File: config.mk
export PLATFORM = sky130hd
export DESIGN_NAME = sine_cosine_interpolated_table_flat
export DESIGN_NICKNAME = d
export VERILOG_FILES = /design/src/design/scit_pkg.sv /design/src/design/scit_if.sv /design/src/design/scit_reduce.sv /design/src/design/scit_interp.sv /design/src/design/sine_cosine_interpolated_table.sv /design/src/flat_wrapper.sv
export SDC_FILE = /design/constraint.sdc
export NUM_CORES = 2
export LEC_CHECK = 0
export ABC_AREA = 1
export BUFFER_PORTS_ARGS = -buffer_cell sky130_fd_sc_hd__buf_2
export CAP_MARGIN = 10
export CORE_UTILIZATION = 50
export CTS_BUF_LIST = sky130_fd_sc_hd__clkbuf_4 sky130_fd_sc_hd__clkbuf_8 sky130_fd_sc_hd__clkbuf_16
export DETAILED_ROUTE_END_ITERATION = 16
export PLACE_DENSITY = 0.66
export SETUP_SLACK_MARGIN = 0.3
export SLEW_MARGIN = 25
export SYNTH_ARGS = -nofsm -noshare
export SYNTH_HDL_FRONTEND = slang
export SYNTH_SLANG_ARGS = --single-unit
export TNS_END_PERCENT = 30
File: constraint.sdc
create_clock -name clk_i -period 8.8 [get_ports clk_i]
set_input_delay 1.32 -clock clk_i [delete_from_list [all_inputs] [get_ports clk_i]]
set_output_delay 1.32 -clock clk_i [all_outputs]
set_load 0.05 [all_outputs]
File: src/design/scit_pkg.sv
// Shared constants, types and the quarter-wave sine table for the
// sine/cosine interpolated-table pipeline. No dependencies.
package scit_pkg;

  localparam int TablePoints    = 11;
  localparam int AngleFracBits  = 16;
  localparam int ResultFracBits = 14;
  localparam int AngleW         = 32;
  localparam int ResultW        = 16;

  // pi = 3.141592654 in Q30; multiples of pi/2 rounded half up to the angle format
  localparam longint PiQ30       = 64'sd3373259426;
  localparam int     ConstShift  = 31 - AngleFracBits;
  localparam longint ConstRnd    = longint'(1) << (ConstShift - 1);
  localparam longint HalfPi      = (PiQ30 * 1 + ConstRnd) >>> ConstShift;
  localparam longint Pi          = (PiQ30 * 2 + ConstRnd) >>> ConstShift;
  localparam longint ThreeHalfPi = (PiQ30 * 3 + ConstRnd) >>> ConstShift;
  localparam longint TwoPi       = (PiQ30 * 4 + ConstRnd) >>> ConstShift;

  // Angle reduction: bias by a multiple of 2*pi so the dividend is never negative
  localparam int     UW         = AngleW + 1;
  localparam longint OffsetMult = ((longint'(1) << (AngleW - 1)) + HalfPi) / TwoPi + 1;
  localparam longint Offset     = OffsetMult * TwoPi;
  localparam int     TPW        = $clog2(TwoPi + 1);
  localparam int     QW         = $clog2((longint'(1) << UW) / TwoPi + 2);
  localparam int     RW         = $clog2(2 * TwoPi);
  localparam int     Drop       = $clog2(TwoPi) - 2;
  localparam int     UHW        = UW - Drop;
  localparam int     RecipShift = UHW + 2;
  localparam longint Recip      = (longint'(1) << (RecipShift + Drop)) / TwoPi;
  localparam int     RecipW     = $clog2(Recip + 1);

  // Interpolation
  localparam int     FW          = $clog2(HalfPi + 1);
  localparam int     IW          = $clog2(TablePoints);
  localparam int     TW          = FW + $clog2(TablePoints);
  localparam int     YW          = ResultFracBits + 1;
  localparam int     PW          = YW + FW;
  localparam longint RoundHalf   = HalfPi / 2;
  localparam int     Drop2       = $clog2(HalfPi) - 2;
  localparam int     PHW         = PW - Drop2;
  localparam int     Recip2Shift = PHW + 2;
  localparam longint Recip2      = (longint'(1) << (Recip2Shift + Drop2)) / HalfPi;
  localparam int     Recip2W     = $clog2(Recip2 + 1);
  localparam int     RRW         = $clog2(2 * HalfPi);

  localparam int ReduceStages = 5;
  localparam int InterpStages = 5;
  localparam int NumStages    = ReduceStages + InterpStages;

  // sin(i * pi/20), Q14, rounded half up
  localparam logic [YW-1:0] SineTable [TablePoints] = '{
    0, 2563, 5063, 7438, 9630, 11585, 13255, 14598, 15582, 16182, 16384
  };

  typedef struct packed {
    logic          neg;
    logic [FW-1:0] mag;
  } fold_t;

endpackage

File: src/design/scit_if.sv
// Valid/ready channel interfaces for the sine/cosine pipeline.
// Depends on scit_pkg for field widths.
interface scit_in_if;
  logic                                valid;
  logic                                ready;
  logic                                kind;
  logic signed [scit_pkg::AngleW-1:0]  angle;

  modport source (output valid, kind, angle, input ready);
  modport sink   (input valid, kind, angle, output ready);
endinterface

interface scit_out_if;
  logic                                valid;
  logic                                ready;
  logic signed [scit_pkg::ResultW-1:0] wave_value;

  modport source (output valid, wave_value, input ready);
  modport sink   (input valid, wave_value, output ready);
endinterface

File: src/design/scit_reduce.sv
// Angle reduction modulo 2*pi and quadrant fold into [0, pi/2].
// Five register stages, each loaded by its own enable. Depends on scit_pkg.
module scit_reduce (
  input  logic                                    clk_i,
  input  logic [scit_pkg::ReduceStages-1:0]       en_i,
  input  logic                                    kind_i,
  input  logic signed [scit_pkg::AngleW-1:0]      angle_i,
  output scit_pkg::fold_t                         fold_o
);

  localparam int UW  = scit_pkg::UW;
  localparam int RW  = scit_pkg::RW;
  localparam int TPW = scit_pkg::TPW;
  localparam int FW  = scit_pkg::FW;
  localparam int QW  = scit_pkg::QW;
  localparam int UHW = scit_pkg::UHW;
  localparam int RecipW = scit_pkg::RecipW;

  localparam logic signed [UW:0] SinBase = (UW+1)'(scit_pkg::Offset);
  localparam logic signed [UW:0] CosBase = (UW+1)'(scit_pkg::Offset + scit_pkg::HalfPi);
  localparam logic [RecipW-1:0]  RecipC  = RecipW'(scit_pkg::Recip);
  localparam logic [TPW-1:0]     TwoPiC  = TPW'(scit_pkg::TwoPi);
  localparam logic [TPW-1:0]     PiC     = TPW'(scit_pkg::Pi);
  localparam logic [TPW-1:0]     HalfC   = TPW'(scit_pkg::HalfPi);
  localparam logic [TPW-1:0]     ThreeC  = TPW'(scit_pkg::ThreeHalfPi);

  // Stage 1: cosine as sine of pi/2 - angle, biased non-negative
  logic signed [UW:0] a_ext;
  logic signed [UW:0] u_d;
  logic [UW-1:0]      u_q;

  always_comb begin
    a_ext = {{(UW + 1 - scit_pkg::AngleW){angle_i[scit_pkg::AngleW-1]}}, angle_i};
    u_d   = kind_i ? (CosBase - a_ext) : (SinBase + a_ext);
  end

  always_ff @(posedge clk_i) begin
    if (en_i[0]) begin
      u_q <= u_d[UW-1:0];
    end
  end

  // Stage 2: quotient estimate by reciprocal, low by at most one
  logic [UHW+RecipW-1:0] qprod;
  logic [QW-1:0]         q_q;
  logic [RW-1:0]         ulo_q;

  assign qprod = u_q[UW-1:scit_pkg::Drop] * RecipC;

  always_ff @(posedge clk_i) begin
    if (en_i[1]) begin
      q_q   <= qprod[scit_pkg::RecipShift +: QW];
      ulo_q <= u_q[RW-1:0];
    end
  end

  // Stage 3: coarse remainder, below 2*(2*pi), so low bits suffice
  logic [QW+TPW-1:0] mprod;
  logic [RW-1:0]     r0_q;

  assign mprod = q_q * TwoPiC;

  always_ff @(posedge clk_i) begin
    if (en_i[2]) begin
      r0_q <= ulo_q - mprod[RW-1:0];
    end
  end

  // Stage 4: final correction
  logic [TPW-1:0] r_q;

  always_ff @(posedge clk_i) begin
    if (en_i[3]) begin
      r_q <= (r0_q >= RW'(scit_pkg::TwoPi)) ? TPW'(r0_q - RW'(scit_pkg::TwoPi))
                                            : TPW'(r0_q);
    end
  end

  // Stage 5: quadrant fold
  scit_pkg::fold_t fold_d;
  scit_pkg::fold_t fold_q;

  always_comb begin
    priority if (r_q < HalfC) begin
      fold_d.mag = FW'(r_q);
      fold_d.neg = 1'b0;
    end else if (r_q < PiC) begin
      fold_d.mag = FW'(PiC - r_q);
      fold_d.neg = 1'b0;
    end else if (r_q < ThreeC) begin
      fold_d.mag = FW'(r_q - PiC);
      fold_d.neg = 1'b1;
    end else begin
      fold_d.mag = FW'(TwoPiC - r_q);
      fold_d.neg = 1'b1;
    end
  end

  always_ff @(posedge clk_i) begin
    if (en_i[4]) begin
      fold_q <= fold_d;
    end
  end

  assign fold_o = fold_q;

endmodule

File: src/design/scit_interp.sv
// Table lookup and linear interpolation of a folded angle, then sign.
// Five register stages, each loaded by its own enable. Depends on scit_pkg.
module scit_interp (
  input  logic                                    clk_i,
  input  logic [scit_pkg::InterpStages-1:0]       en_i,
  input  scit_pkg::fold_t                         fold_i,
  output logic signed [scit_pkg::ResultW-1:0]     wave_value_o
);

  localparam int TW  = scit_pkg::TW;
  localparam int FW  = scit_pkg::FW;
  localparam int IW  = scit_pkg::IW;
  localparam int YW  = scit_pkg::YW;
  localparam int PW  = scit_pkg::PW;
  localparam int PHW = scit_pkg::PHW;
  localparam int RRW = scit_pkg::RRW;
  localparam int Recip2W = scit_pkg::Recip2W;
  localparam int ResultW = scit_pkg::ResultW;
  localparam int TablePoints = scit_pkg::TablePoints;

  localparam logic [Recip2W-1:0] Recip2C = Recip2W'(scit_pkg::Recip2);
  localparam logic [FW-1:0]      HalfC   = FW'(scit_pkg::HalfPi);

  // Stage 6: segment index and offset within it (t = f * segments)
  logic [TW-1:0] t;
  logic [TW-1:0] base;
  logic [IW-1:0] idx_d, idx_q;
  logic [FW-1:0] rem_d, rem_q;
  logic          neg6_q;

  always_comb begin
    t     = TW'(fold_i.mag) * TW'(TablePoints - 1);
    idx_d = '0;
    base  = '0;
    for (int k = 1; k < TablePoints - 1; k++) begin
      if (t >= TW'(k * scit_pkg::HalfPi)) begin
        idx_d = IW'(k);
        base  = TW'(k * scit_pkg::HalfPi);
      end
    end
    // exactly pi/2: last segment at full weight
    if (t >= TW'((TablePoints - 1) * scit_pkg::HalfPi)) begin
      idx_d = IW'(TablePoints - 2);
      rem_d = HalfC;
    end else begin
      rem_d = FW'(t - base);
    end
  end

  always_ff @(posedge clk_i) begin
    if (en_i[0]) begin
      idx_q  <= idx_d;
      rem_q  <= rem_d;
      neg6_q <= fold_i.neg;
    end
  end

  // Stage 7: slope times offset, plus half a step for rounding
  logic [IW-1:0] idx_nx;
  logic [YW-1:0] y0, y1, dy;
  logic [PW-1:0] p2_d, p2_q;
  logic [YW-1:0] y0_7_q;
  logic          neg7_q;

  always_comb begin
    idx_nx = idx_q + IW'(1);
    y0     = scit_pkg::SineTable[idx_q];
    y1     = scit_pkg::SineTable[idx_nx];
    dy     = y1 - y0;
    p2_d   = dy * rem_q + PW'(scit_pkg::RoundHalf);
  end

  always_ff @(posedge clk_i) begin
    if (en_i[1]) begin
      p2_q   <= p2_d;
      y0_7_q <= y0;
      neg7_q <= neg6_q;
    end
  end

  // Stage 8: quotient estimate of p2 / (pi/2), low by at most one
  logic [PHW+Recip2W-1:0] qprod;
  logic [YW-1:0]          qe_q;
  logic [RRW-1:0]         p2lo_q;
  logic [YW-1:0]          y0_8_q;
  logic                   neg8_q;

  assign qprod = p2_q[PW-1:scit_pkg::Drop2] * Recip2C;

  always_ff @(posedge clk_i) begin
    if (en_i[2]) begin
      qe_q   <= qprod[scit_pkg::Recip2Shift +: YW];
      p2lo_q <= p2_q[RRW-1:0];
      y0_8_q <= y0_7_q;
      neg8_q <= neg7_q;
    end
  end

  // Stage 9: remainder of the estimate
  logic [YW+FW-1:0] mprod;
  logic [RRW-1:0]   rr_q;
  logic [YW-1:0]    qe9_q;
  logic [YW-1:0]    y0_9_q;
  logic             neg9_q;

  assign mprod = qe_q * HalfC;

  always_ff @(posedge clk_i) begin
    if (en_i[3]) begin
      rr_q   <= p2lo_q - mprod[RRW-1:0];
      qe9_q  <= qe_q;
      y0_9_q <= y0_8_q;
      neg9_q <= neg8_q;
    end
  end

  // Stage 10: correct quotient, add base point, apply sign
  logic [YW-1:0]             frac;
  logic [YW-1:0]             mag;
  logic signed [ResultW-1:0] mag_s;
  logic signed [ResultW-1:0] wave_d, wave_q;

  always_comb begin
    frac   = qe9_q + YW'(rr_q >= RRW'(scit_pkg::HalfPi));
    mag    = y0_9_q + frac;
    mag_s  = ResultW'(mag);
    wave_d = neg9_q ? -mag_s : mag_s;
  end

  always_ff @(posedge clk_i) begin
    if (en_i[4]) begin
      wave_q <= wave_d;
    end
  end

  assign wave_value_o = wave_q;

endmodule

File: src/design/sine_cosine_interpolated_table.sv
// Top level of the sine/cosine pipeline: stage valid bits and flow control,
// reduction and interpolation datapaths. Depends on scit_pkg, scit_if, scit_reduce, scit_interp.
//
//  channel | dir | handshake   | payload
//  req_i   | in  | valid/ready | kind (0 sine, 1 cosine), angle (Q.16 radians)
//  rsp_o   | out | valid/ready | wave_value (Q.14, one result per request)
//
// Ten register stages; one request accepted per cycle unless all stages are full and the output stalls.
// Two reciprocal multiplies (mod 2*pi and the interpolation divide) set the depth.
// Reset clears the stage valid bits only; datapath registers are not reset.
// Each stage loads when it is empty or the stage after it moves, so bubbles
// close up under a stalled output and ready falls only when all stages hold data.
module sine_cosine_interpolated_table (
  input  logic       clk_i,
  input  logic       rst_ni,
  scit_in_if.sink    req_i,
  scit_out_if.source rsp_o
);

  localparam int NumStages    = scit_pkg::NumStages;
  localparam int ReduceStages = scit_pkg::ReduceStages;

  logic [NumStages-1:0] v_q, v_d, en;
  scit_pkg::fold_t      fold;

  always_comb begin
    en[NumStages-1] = ~v_q[NumStages-1] | rsp_o.ready;
    for (int k = NumStages - 2; k >= 0; k--) begin
      en[k] = ~v_q[k] | en[k+1];
    end
    v_d[0] = en[0] ? req_i.valid : v_q[0];
    for (int k = 1; k < NumStages; k++) begin
      v_d[k] = en[k] ? v_q[k-1] : v_q[k];
    end
  end

  always_ff @(posedge clk_i or negedge rst_ni) begin
    if (!rst_ni) begin
      v_q <= '0;
    end else begin
      v_q <= v_d;
    end
  end

  assign req_i.ready = en[0];
  assign rsp_o.valid = v_q[NumStages-1];

  scit_reduce u_reduce (
    .clk_i   (clk_i),
    .en_i    (en[ReduceStages-1:0]),
    .kind_i  (req_i.kind),
    .angle_i (req_i.angle),
    .fold_o  (fold)
  );

  scit_interp u_interp (
    .clk_i        (clk_i),
    .en_i         (en[NumStages-1:ReduceStages]),
    .fold_i       (fold),
    .wave_value_o (rsp_o.wave_value)
  );

`ifndef SYNTH
  // result never exceeds one in magnitude
  a_range: assert property (@(posedge clk_i) disable iff (!rst_ni)
    rsp_o.valid |->
      ($signed(rsp_o.wave_value) <= $signed(scit_pkg::ResultW'(1 << scit_pkg::ResultFracBits))
       && $signed(rsp_o.wave_value) >=
          -$signed(scit_pkg::ResultW'(1 << scit_pkg::ResultFracBits))))
    else $error("wave_value out of range");

  // back-pressure only when every stage holds a request
  a_full: assert property (@(posedge clk_i) disable iff (!rst_ni)
    !req_i.ready |-> (&v_q))
    else $error("ready low with a free stage");

  // requests in flight change by accepted minus delivered
  a_count: assert property (@(posedge clk_i) disable iff (!rst_ni)
    $past(rst_ni) |->
      (int'($countones(v_q)) == int'($past($countones(v_q)))
        + int'($past(req_i.valid && req_i.ready))
        - int'($past(rsp_o.valid && rsp_o.ready))))
    else $error("request lost or duplicated in pipeline");
`endif

endmodule

File: src/flat_wrapper.sv
// flat-port wrapper written by rule: the top's interface ports become plain ports
module sine_cosine_interpolated_table_flat 
  (clk_i, rst_ni, req_i_valid, req_i_kind, req_i_angle, req_i_ready, rsp_o_valid, rsp_o_wave_value, rsp_o_ready);
  scit_in_if req_i_i ();
  scit_out_if rsp_o_i ();
  input  logic clk_i;
  input  logic rst_ni;
  input wire logic [$bits(req_i_i.valid)-1:0] req_i_valid;
  input wire logic [$bits(req_i_i.kind)-1:0] req_i_kind;
  input wire logic [$bits(req_i_i.angle)-1:0] req_i_angle;
  output wire logic [$bits(req_i_i.ready)-1:0] req_i_ready;
  output wire logic [$bits(rsp_o_i.valid)-1:0] rsp_o_valid;
  output wire logic [$bits(rsp_o_i.wave_value)-1:0] rsp_o_wave_value;
  input wire logic [$bits(rsp_o_i.ready)-1:0] rsp_o_ready;
  assign req_i_i.valid = req_i_valid;
  assign req_i_i.kind = req_i_kind;
  assign req_i_i.angle = req_i_angle;
  assign req_i_ready = req_i_i.ready;
  assign rsp_o_valid = rsp_o_i.valid;
  assign rsp_o_wave_value = rsp_o_i.wave_value;
  assign rsp_o_i.ready = rsp_o_ready;
  sine_cosine_interpolated_table u_core (.clk_i(clk_i), .rst_ni(rst_ni), .req_i(req_i_i), .rsp_o(rsp_o_i));
endmodule
* Word-level counts from Yosys, hierarchy flattened
Memories as Yosys holds them, arrays and structs flattened.
Cells that the tools add are included.
** Word-level totals
- Register bits after elaboration :: 319
- Latch bits :: 0
- RAM bits :: 0
- Bits in read-only memories :: 480
- Output and inout port bits :: 18
- Logic and storage cells :: 126
- Memories kept :: 2
** Operators by class
- Add/subtract/negate cells :: 15
- Multiply operators :: 6
- Div/mod/pow operators :: 0
- Order comparisons :: 17
- Equal/unequal tests :: 0
- Shift-type cells :: 0
- Multiplexer cells :: 27
- Bitwise gates (word level) :: 22
- Reduce and logical (&&, ||, !) cells :: 3
** Memory list
- (no name shown) :: words 16, width 15, read ports 1, clocked after Yosys merged registers in 0, wr ports 0, RTL line scit_interp.sv:68 : y1 = scit_pkg::SineTable[idx_nx];
- (no name shown) :: words 16, width 15, read ports 1, clocked after Yosys merged registers in 0, wr ports 0, RTL line scit_interp.sv:67 : y0 = scit_pkg::SineTable[idx_q];
** Operators with widths (count)
- 17-bit two-way mux :: 12
- 21-bit by 20-bit >= comparator with 1-bit output, second input constant :: 5
- 15-bit two-way mux :: 5
- 21-bit by 19-bit >= comparator with 1-bit output, second input constant :: 3
- 17-bit by 18-bit multiplier with 34-bit output, second input constant :: 1
- 33-bit by 32-bit adder with 33-bit output, first input constant :: 1
- 33-bit two-way mux :: 1
- 33-bit by 32-bit subtractor with 33-bit output, first input constant :: 1
- 32-bit by 16-bit adder with 32-bit output, second input constant :: 1
- 15-bit by 17-bit multiplier with 32-bit output :: 1
- 16-bit by 16-bit multiplier with 32-bit output, second input constant :: 1
- 4-bit two-way mux :: 6
- 21-bit by 17-bit >= comparator with 1-bit output, second input constant :: 1
- 21-bit by 18-bit >= comparator with 1-bit output, second input constant :: 1
- 20-bit by 19-bit >= comparator with 1-bit output, second input constant :: 1
- 15-bit by 19-bit multiplier with 20-bit output, second input constant :: 1
- 17-bit by 3-bit multiplier with 20-bit output, second input constant :: 1
- 20-bit subtractor :: 1
- 19-bit by 17-bit < comparator with 1-bit output, second input constant :: 1
- 19-bit by 18-bit < comparator with 1-bit output, second input constant :: 1
- 19-bit < comparator, second input constant :: 1
- 19-bit two-way mux :: 1
- 19-bit subtractor, second input constant :: 1
- 18-bit by 17-bit >= comparator with 1-bit output, second input constant :: 1
- other kinds (18) :: 40

* Depth between registers and ports, before layout
- Word-level depth :: 12
- Mapped depth :: 42
- Depth with buffers taken out :: 40

* Modules after synthesis
Synthesis repeated with hierarchy kept, for this count alone.
** Second synthesis, totals
- Cell total of the unflattened synthesis :: 4759
- Area total of the unflattened synthesis :: 40785.4 sq um
** Modules (own cells, without submodules)
- scit_interp :: instances 1, cells an instance 2609, area each 23447.5 sq um
- scit_reduce :: instances 1, cells an instance 2108, area each 16908.7 sq um
- sine_cosine_interpolated_table :: instances 1, cells an instance 42, area each 429.2 sq um

* Worst setup path before layout
OpenSTA, ideal clock, no wires.
- Kind :: flip-flop to flip-flop
- From :: register u_core.u_interp.idx_q[1]
- To :: register u_core.u_interp.p2_q[24], data pin
- Data arrival time :: 7.743 ns
- Slack :: 0.798 ns
- Cell stages (with the launch flop) :: 34
- Path buffers :: 2
- Period minus slack after synthesis :: 8.002 ns
- Cell sequence :: edfxtp_1 ha_1 or2_2 nand2_1 inv_1 o21ai_0 o21ai_0 ha_1 a21oi_1 nand2_1 a21oi_1 o21ai_0 or2_2 nand2_1 clkbuf_1 nor2_1 fa_1 inv_1 fa_1 inv_1 fa_1 fa_1 fa_1 inv_1 fa_1 inv_1 ha_1 clkbuf_1 nand2_1 nor4_1 a21oi_1 o21ai_1 a21oi_1 xnor2_1
** On the way
- Word-level cells in the longest chain between the ends :: 8
- Elaborated cells on any way between the ends :: 12
** RTL lines
- from (decl) :: RTL line scit_interp.sv:27 : logic [IW-1:0] idx_d, idx_q;
- from (signal assigned) :: RTL line scit_interp.sv:52 : idx_q <= idx_d;
- 4-bit by 1-bit adder with 4-bit output :: RTL line scit_interp.sv:66 : idx_nx = idx_q + IW'(1);
- 4-bit inverter with 5-bit output (implied by the code) :: RTL line scit_interp.sv:68
- memory read 16 x 15 bit
- 15-bit two-way mux (implied by the code) (2 in a row) :: RTL line scit_interp.sv:68
- 15-bit subtractor (*) :: RTL line scit_interp.sv:69 : dy = y1 - y0;
- 15-bit by 17-bit multiplier with 32-bit output (*) :: RTL line scit_interp.sv:70 : p2_d = dy * rem_q + PW'(scit_pkg::RoundHalf);
- 32-bit by 16-bit adder with 32-bit output (*) :: RTL line scit_interp.sv:70
- via u_core.u_interp.p2_d[24] :: RTL line scit_interp.sv:61 : logic [PW-1:0] p2_d, p2_q;
- to (signal assigned) :: RTL line scit_interp.sv:75 : p2_q <= p2_d;
- to (decl) :: RTL line scit_interp.sv:61
The timed path passes the listed nets; every way through them passes the cells marked *. The select of a mux whose other input is x is not followed.
A chain may end at the register's enable or synchronous reset.

* Worst setup path after layout
- From :: register u_core.u_interp.idx_q[0]
- To :: register u_core.u_interp.p2_q[29], data pin
The elaborated chain is that of the path after synthesis.

==> results by group <==
Timing
  • Slew @ Worst Pin: 715.3 ps
  • Max_slew headroom: 51.81%
  • Final-report hold violation count: 0
  • Setup_tns: 0 ps
  • Fin crit share: 93.22%
  • Period minus WS final: 8203 ps
  • Final Max Slew Viols: 0
  • Final setup viols: 0
  • F_max: 0.1219 GHz
  • RSZ-0062 raised after global routing: true
  • Clock skew: 20.01 ps

Critical path
  • Crit path DAT: 8510 ps
  • RR Startpoint: u_core.u_interp.idx_q[0]
  • Crit path launch: u_core.u_interp.idx_q[0]
  • Slowest cell on the critical path: fa_1
  • Number of cells on the critical path: 33
  • WP buf/inv: 4
  • Endpoint class of the critical path: flop
  • R2r setup slk: 600 ps
  • Crit path max-delay family: adder cells
  • RR Endpoint: u_core.u_interp.p2_q[29]
  • Worst path max stage delay: 590 ps
  • Setup crit start kind: flop
  • Critical-path maximum fanout: 8
  • Worst path required time: 9110 ps
  • Setup CP Type: flop to flop
  • Cell count of the worst reg-to-reg path: 33
  • Worst setup path endpoint: u_core.u_interp.p2_q[29]

Placement
  • # port buffers: 54
  • Final HPWL DP: 69.83 mm
  • GP Congestion: 0.9485
  • Placement Cell Area: 40,240 µm²

Outcome
  • Status: finished, final reports clean

CTS
  • H-tree Lvls: 2
  • Num CTS Buffers: 36
  • Clk sinks: 303
  • Worst-path clk slew: 60 ps
  • Worst-case clock buffer depth: 3
  • Root Buffer: clkbuf_16
  • Clk_lat worst skew: 570 ps
  • CTS tree: built

Floorplanning
  • Die ar.: 78,600 µm²
  • Row count: 101
  • Die height: 280.4 µm
  • Chip Width: 280.4 µm
  • Initial core utilization: 50.75%
  • Number of I/O pins: 55
  • Core ar.: 76,330 µm²

Route
  • Met3 wire len: 3.803 mm
  • Met1 WL: 37.08 mm
  • DR WL/cell: 15.58 µm
  • # DRC: 0
  • Met2 wire len: 40.13 mm
  • DR top layer: met4
  • Total Routed Length: 83.47 mm
  • Iteration-0 DRC Markers: 1,528
  • Total number of vias: 27,528
  • Via density: 5.140
  • Post-route ant nets: 0
  • 1st-pass router iterations: 5

Synthesis
  • Post-Syn Instances: 4,211
  • Synth Cell Area: 38,740 µm²
  • Mapped Nets: 5,264
  • Synthesis Warnings: 0
  • Avg Cell Area, Syn: 9.200 µm²
  • Post-synthesis register bit count: 303
  • Dominant synthesized flop cell: edfxtp_1
  • Number of synthesized flops with an enable pin: 293
  • Post-synthesis cell type count: 68
  • Post-synthesis sequential area ratio: 23.36%
  • Ys async rst share: 3.300%

Worst hold path
  • Hold WC Path Type: flop to flop

GRT
  • Antenna violations before repair: 0
  • Vias in the first global route: 28,170
  • GRT overflow: 0
  • GRT Total Usage: 22.13%
  • First-pass GRT wire length: 139.2 mm
  • Largest net degree at the start of global routing: 47

Final layout
  • Nets: 5,351
  • Commonest cells after routing, fill and taps aside: 937 x inv_1, 594 x nand2_1, 553 x ha_1, 455 x fa_1, 297 x nor2_1
  • Share of layout cells above drive strength 1: 7.050%
  • Most common cell after layout, fill and taps aside: inv_1
  • Diodes inserted: 0
  • Area Growth Syn to Fin: 8.103%
  • Final Cell Area: 41,880 µm²

Flow run
  • MaxCap Viol Count: 0
-- sequential cells by signal, summed over array words and instances (netlist names) --
name                          flops
u_core.u_interp.idx_q             4
u_core.u_interp.neg6_q            1
u_core.u_interp.neg7_q            1
u_core.u_interp.neg8_q            1
u_core.u_interp.neg9_q            1
u_core.u_interp.p2_q             27
u_core.u_interp.p2lo_q           13
u_core.u_interp.qe9_q            15
u_core.u_interp.qe_q             15
u_core.u_interp.rem_q            16
u_core.u_interp.rr_q             13
u_core.u_interp.wave_value_o     16
u_core.u_interp.y0_7_q           15
u_core.u_interp.y0_8_q           15
u_core.u_interp.y0_9_q           15
u_core.u_reduce.fold_o           18
u_core.u_reduce.q_q              15
u_core.u_reduce.r0_q             20
u_core.u_reduce.r_q              19
u_core.u_reduce.u_q              33
u_core.u_reduce.ulo_q            20
u_core.v_q                       10
-- metal layers --
| layer | track usage, % | up-vias |
|---|---|---|
| li1 | - | 13588 |
| met1 | 29.00 | 13226 |
| met5 | 0 | - |
| met2 | 38.28 | 585 |
| met3 | 2.706 | 129 |
| met4 | 6.543 | 0 |
-- metrics by stage --
| step | util [%] | worst slack [ps] | hold slack, ps | cells |
|---|---|---|---|---|
| floorplan | - | 797.5 | 400.3 | 4211 |
| global placement | 52.72 | 394.2 | 400.5 | 5272 |
| detailed placement | 52.72 | 276.4 | 404.5 | 5272 |
| CTS | 54.39 | 287.7 | 407.1 | 5338 |
| global route | 54.87 | 191.1 | 422.0 | 5356 |
| finish | 54.87 | 596.6 | 410.4 | 5356 |
-- synthesized netlist by cell type (all sizes together), types with 16 or more instances --
library cell	count	area share (%)
inv	959	9.3
nand2	625	6.3
ha	561	18
fa	455	24
nor2	314	3.2
edfxtp	293	23
a21oi	194	2.6
o21ai	153	2.0
nand3	151	2.2
xor2	145	3.3
xnor2	72	1.6
nand4	42	0.69
nor3	37	0.50
clkbuf	24	0.24
or2	24	0.39
buf	18	0.28
o211ai	17	0.33
a31oi	16	0.26
o21bai	16	0.32
-- how the worst min path moves through the flow --
stage / startpoint / endpoint / slack [ps] / cells after the start
final: u_core.u_reduce.u_q[12] / u_core.u_reduce.ulo_q[12] / 410 / 0
after detailed placement: u_core.u_interp.p2_q[5] / u_core.u_interp.p2lo_q[5] / 400 / 0
after global placement: u_core.u_reduce.u_q[10] / u_core.u_reduce.ulo_q[10] / 400 / 0
after CTS: u_core.u_interp.y0_8_q[4] / u_core.u_interp.y0_9_q[4] / 410 / 0
after floorplan: u_core.u_reduce.fold_o[17] / u_core.u_interp.neg6_q / 400 / 0
after global routing: u_core.u_interp.y0_8_q[1] / u_core.u_interp.y0_9_q[1] / 420 / 0
-- timing repair --
action | CTS | global route
pin swaps | 0 | 10
resized for setup | 1 | 60
cloned | 0 | 2
buffers inserted | 0 | 16
hold buffers | 0 | 0
setup endpoints to repair | 2 | 15
-- cells by family (layout without fill, tap and decap cells) --
group / Yosys count / count (layout) / share of synthesized area (%)
simple gates: 1218 / 1219 / 13.62
flops: 303 / 303 / 23.36
compound gates: 445 / 445 / 6.511
buf+inv: 1009 / 1123 / 9.890
xor+xnor: 217 / 217 / 4.906
mux: 3 / 3 / 0.08074
fa+ha+maj: 1016 / 1016 / 41.63
-- cell type report --
type / count / area, µm²
clock buffer: 39 / 935.9
clock inverter: 27 / 339.1
fill: 6940 / 34450
inverter: 967 / 3654
multi-input combinational: 2900 / 26070
sequential: 303 / 9049
tap: 1030 / 1289
timing repair buffer: 89 / 534.3
timing repair inverter: 1 / 7.507
-- worst reg2reg max path: cells and delay by family (launching register included) --
family,cells,cell delay [ps]
adder cells (fa/ha/maj),9,3890
AND/OR/NAND/NOR,12,1710
AO/OA/AOI/OAI,7,1360
flip-flops,1,440
buffers and inverters,4,400
XOR/XNOR,1,160
Power is left out: the tool's default activity adds up to more than one toggle a clock period on the data nets, which glitch-free logic cannot reach.
